$ cat src/sv/qfts_ram.sv
// Generic single-clock RAM with one write port and one registered read port.
module qfts_ram #(
    parameter int WIDTH = 32,
    parameter int DEPTH = 128
) (
    input  logic                     clk,
    input  logic                     we,
    input  logic [$clog2(DEPTH)-1:0] waddr,
    input  logic [WIDTH-1:0]         wdata,
    input  logic [$clog2(DEPTH)-1:0] raddr,
    output logic [WIDTH-1:0]         rdata
);

    logic [WIDTH-1:0] mem [DEPTH];

    always_ff @(posedge clk) begin
        if (we) begin
            mem[waddr] <= wdata;
        end
        rdata <= mem[raddr];
    end

endmodule

$ cat config.mk
export PLATFORM = sky130hd
export DESIGN_NAME = qfts_ram
export DESIGN_NICKNAME = d
export VERILOG_FILES = /design/src/sv/qfts_ram.sv
export SDC_FILE = /design/constraint.sdc
export NUM_CORES = 2
export LEC_CHECK = 0
export BUFFER_PORTS_ARGS = -buffer_cell sky130_fd_sc_hd__buf_2
export CELL_PAD_IN_SITES_DETAIL_PLACEMENT = 1
export CELL_PAD_IN_SITES_GLOBAL_PLACEMENT = 2
export CORE_ASPECT_RATIO = 1.1
export CORE_MARGIN = 1.5
export CORE_UTILIZATION = 50
export DETAILED_ROUTE_END_ITERATION = 10
export GPL_TIMING_DRIVEN = 0
export PLACE_DENSITY = 0.75
export SYNTH_ARGS = -nofsm -noshare
export SYNTH_HDL_FRONTEND = slang
export SYNTH_SLANG_ARGS = --single-unit
export TNS_END_PERCENT = 5
$ cat constraint.sdc
create_clock -name clk -period 4.8 [get_ports clk]
set_clock_uncertainty 0.1 [all_clocks]
set_input_delay 0.96 -clock clk [delete_from_list [all_inputs] [get_ports clk]]
set_output_delay 0.96 -clock clk [all_outputs]
set_load 0.01 [all_outputs]
==> metrics <==
status finished with violations; antenna violations before repair 71; area of the multi-input gates 32300 um^2; grt ovf 0; clock-pin slew on the worst setup and hold paths 0.06 ns; Final Setup Violations 12; Post-Route WL 428000 um; post-CTS setup buffer count 0; TritonCTS clock tree yes; Net Count, Synth 6038; R2R Setup Slk 1.91 ns; std cell rows 215; post-route ant nets 0; drt first-iter violations 9525; hold wc startpoint wdata[14]; Seq. cell area 124000 um^2; post_cts resized 0; Synth Area in XOR/XNOR 0; hold slack 0.392 ns; critical path data required time 5.46 ns; PwrDens 418 nW/um^2; initial core utilization 0.502; Inst Count DP 10371; # nets final 6694; Area growth, synth to finish 15.2%; Final Max Slew Viols 0; RSZ-0062 raised after global routing no; fin cells 11243; max-cap viol count 0; final hold violations 0; fmax 202 MHz; period utilization 1.03; leakage 54.9 nW; # port buffers 68; fraction of layout cells with a size suffix above 1 0.348; worst r2r src mem[95][17]; Die ar. 316000 um^2; HP Class in -> reg; Synth cell types 17; Reg-to-Reg End rdata[17]; Mapped Cells 5990; startpoint types primary input; sequential area share after synthesis 0.791; clock latency on the worst-skew pair 0.95 ns; hold_buf cts 0; arrival time at the worst endpoint 5.61 ns; Synth Area in Adders 0; Worst Setup End Kind flop; clock tree buffer depth 4; slack of the critical path -0.150 ns; cell area after layout 180000 um^2; vias per cell 6.41; failing checks negative setup slack; TritonCTS Buffers 396; instance area at placement 167000 um^2; area share of and/or/nand/nor cells after synthesis 0.00446; largest family of logic cells by synthesized area multiplexers; R2R depth 4; DRT Pass-1 Iters 5; final design utilization 0.578; Die X 536 um; Num Clock Sinks 4128; Worst-Margin Slew 1.45 ns; worst slack, placed -0.906 ns; gr usage total 0.273; post-DP HPWL 290000 um; CORE AREA 312000 um^2; Root Buffer clkbuf_16; worst vdd ir 0.298 mV; post-layout min period 4.95 ns; setup TNS -0.691 ns; H-tree levels 5; number of global-route vias before repair 73911; global-route wire length before repair 593000 um; Synth Area in Compound Gates 0; WS Path Type in -> reg; Seq cells post-synth 4128; Mean Syn Cell Area 26.1 um^2; global placement routability congestion 0.987; fillers 25116; I/O pin total 80; Ys Warns 0; post-layout power 75.3 mW; post-synthesis mux area share 0.196; Slew HR 0.0342; Worst Hold End mem[34][14]; Mapped Area 156000 um^2; Die Span Y 589 um; crit path max fanout 10; Residual DRC 0; Hold Crit Depth 1; largest net degree at the start of global routing 93; Via Count 72022; per-cell routed wire length 38.1 um
-- Yosys cell counts --
| library cell | count | area share |
|---|---|---|
| mux2_2 | 32 | 0.0023 |
| nor3_1 | 9 | 0.00029 |
| buf_2 | 79 | 0.0025 |
| nand2_1 | 14 | 0.00034 |
| mux4_2 | 1344 | 0.19 |
| buf_1 | 50 | 0.0012 |
| edfxtp_1 | 4096 | 0.79 |
| clkbuf_1 | 182 | 0.0044 |
| nand3_1 | 12 | 0.00038 |
| or3_1 | 1 | 0.000040 |
| nor2b_1 | 7 | 0.00028 |
| nor2_1 | 122 | 0.0029 |
| nand4_1 | 3 | 0.00012 |
| buf_4 | 3 | 0.00014 |
| dfxtp_1 | 32 | 0.0041 |
| buf_6 | 2 | 0.00014 |
| nand2b_1 | 2 | 0.000080 |
-- cells by family (layout without fill, tap and decap cells) --
kind of cell / Yosys count / in the layout
flops: 4128 / 4128
mux: 1376 / 1376
buf+inv: 316 / 1287
simple gates: 170 / 170
other cells: 0 / 159
-- cell type report --
class                           count  share of cell area
Sequential cell                  4128               0.687
Multi-Input combinational cell   1546               0.179
Clock buffer                      499              0.0591
Tap cell                         4123              0.0287
Timing Repair Buffer              258              0.0247
Clock inverter                    214              0.0117
Buffer                            316             0.00747
Antenna cell                      159             0.00221
-- worst max-delay path, cell delays in order --
cell and delay [ns]:
clkbuf_1 0.31, buf_2 0.52, clkbuf_2 0.78, clkbuf_1 0.78, mux4_2 0.45, mux4_2 0.62
mux4_2 0.65, mux2_2 0.41
-- layer usage --
metal | wire length, um | track usage | up-vias | part of all wire
li1 | - | - | 27884 | -
met1 | 160000 | 0.372 | 39664 | 0.37
met2 | 214000 | 0.443 | 3876 | 0.50
met3 | 40000 | 0.0592 | 588 | 0.093
met4 | 14300 | 0.0873 | 10 | 0.033
met5 | 53 | 0 | - | 0.00012
-- sequential cells by signal, indices dropped and copies added (netlist names) --
signal  cells
rdata      32
mem      4096
-- how the worst max path moves through the flow --
stage,start,endpoint,slack (ns)
4_1_cts,raddr[2],rdata[26],0.04
2_1_floorplan,we,mem[98][0],0.50
3_3_place_gp,waddr[3],mem[98][13],-3.06
3_5_place_dp,raddr[2],rdata[26],-0.91
5_1_grt,raddr[2],rdata[26],0.009
6_report,raddr[2],rdata[26],-0.15
-- cells in the final DEF (no fill, tap or decap) --
cell type	Yosys	final
nand2b_1	2	2
clkbuf_16	0	411
mux4_2	1344	1344
nor3_2	0	9
bufinv_16	0	42
clkbuf_8	0	2
buf_4	3	35
dfxtp_1	32	32
nor2_1	122	3
clkinvlp_4	0	11
nor2b_1	7	7
nand2_1	14	14
clkbuf_1	182	243
nand4_1	3	3
buf_2	79	117
inv_16	0	1
clkinv_4	0	1
diode_2	0	159
inv_6	0	5
buf_8	0	4
buf_1	50	48
edfxtp_1	4096	4096
buf_16	0	64
clkinv_2	0	71
clkinv_8	0	2
mux2_2	32	32
clkinv_1	0	81
buf_12	0	94
or3_1	1	1
clkbuf_2	0	25
nand3_1	12	12
nor2_4	0	119
buf_6	2	30
-- report_power, final --
| group | total [mW] | switching [mW] | internal (mW) |
|---|---|---|---|
| clock | 31.2 | 13.3 | 17.9 |
| sequential | 39.9 | 0.0545 | 39.8 |
| combinational | 4.22 | 2.70 | 1.53 |
Note: power is estimated with default switching activity, not from simulation.
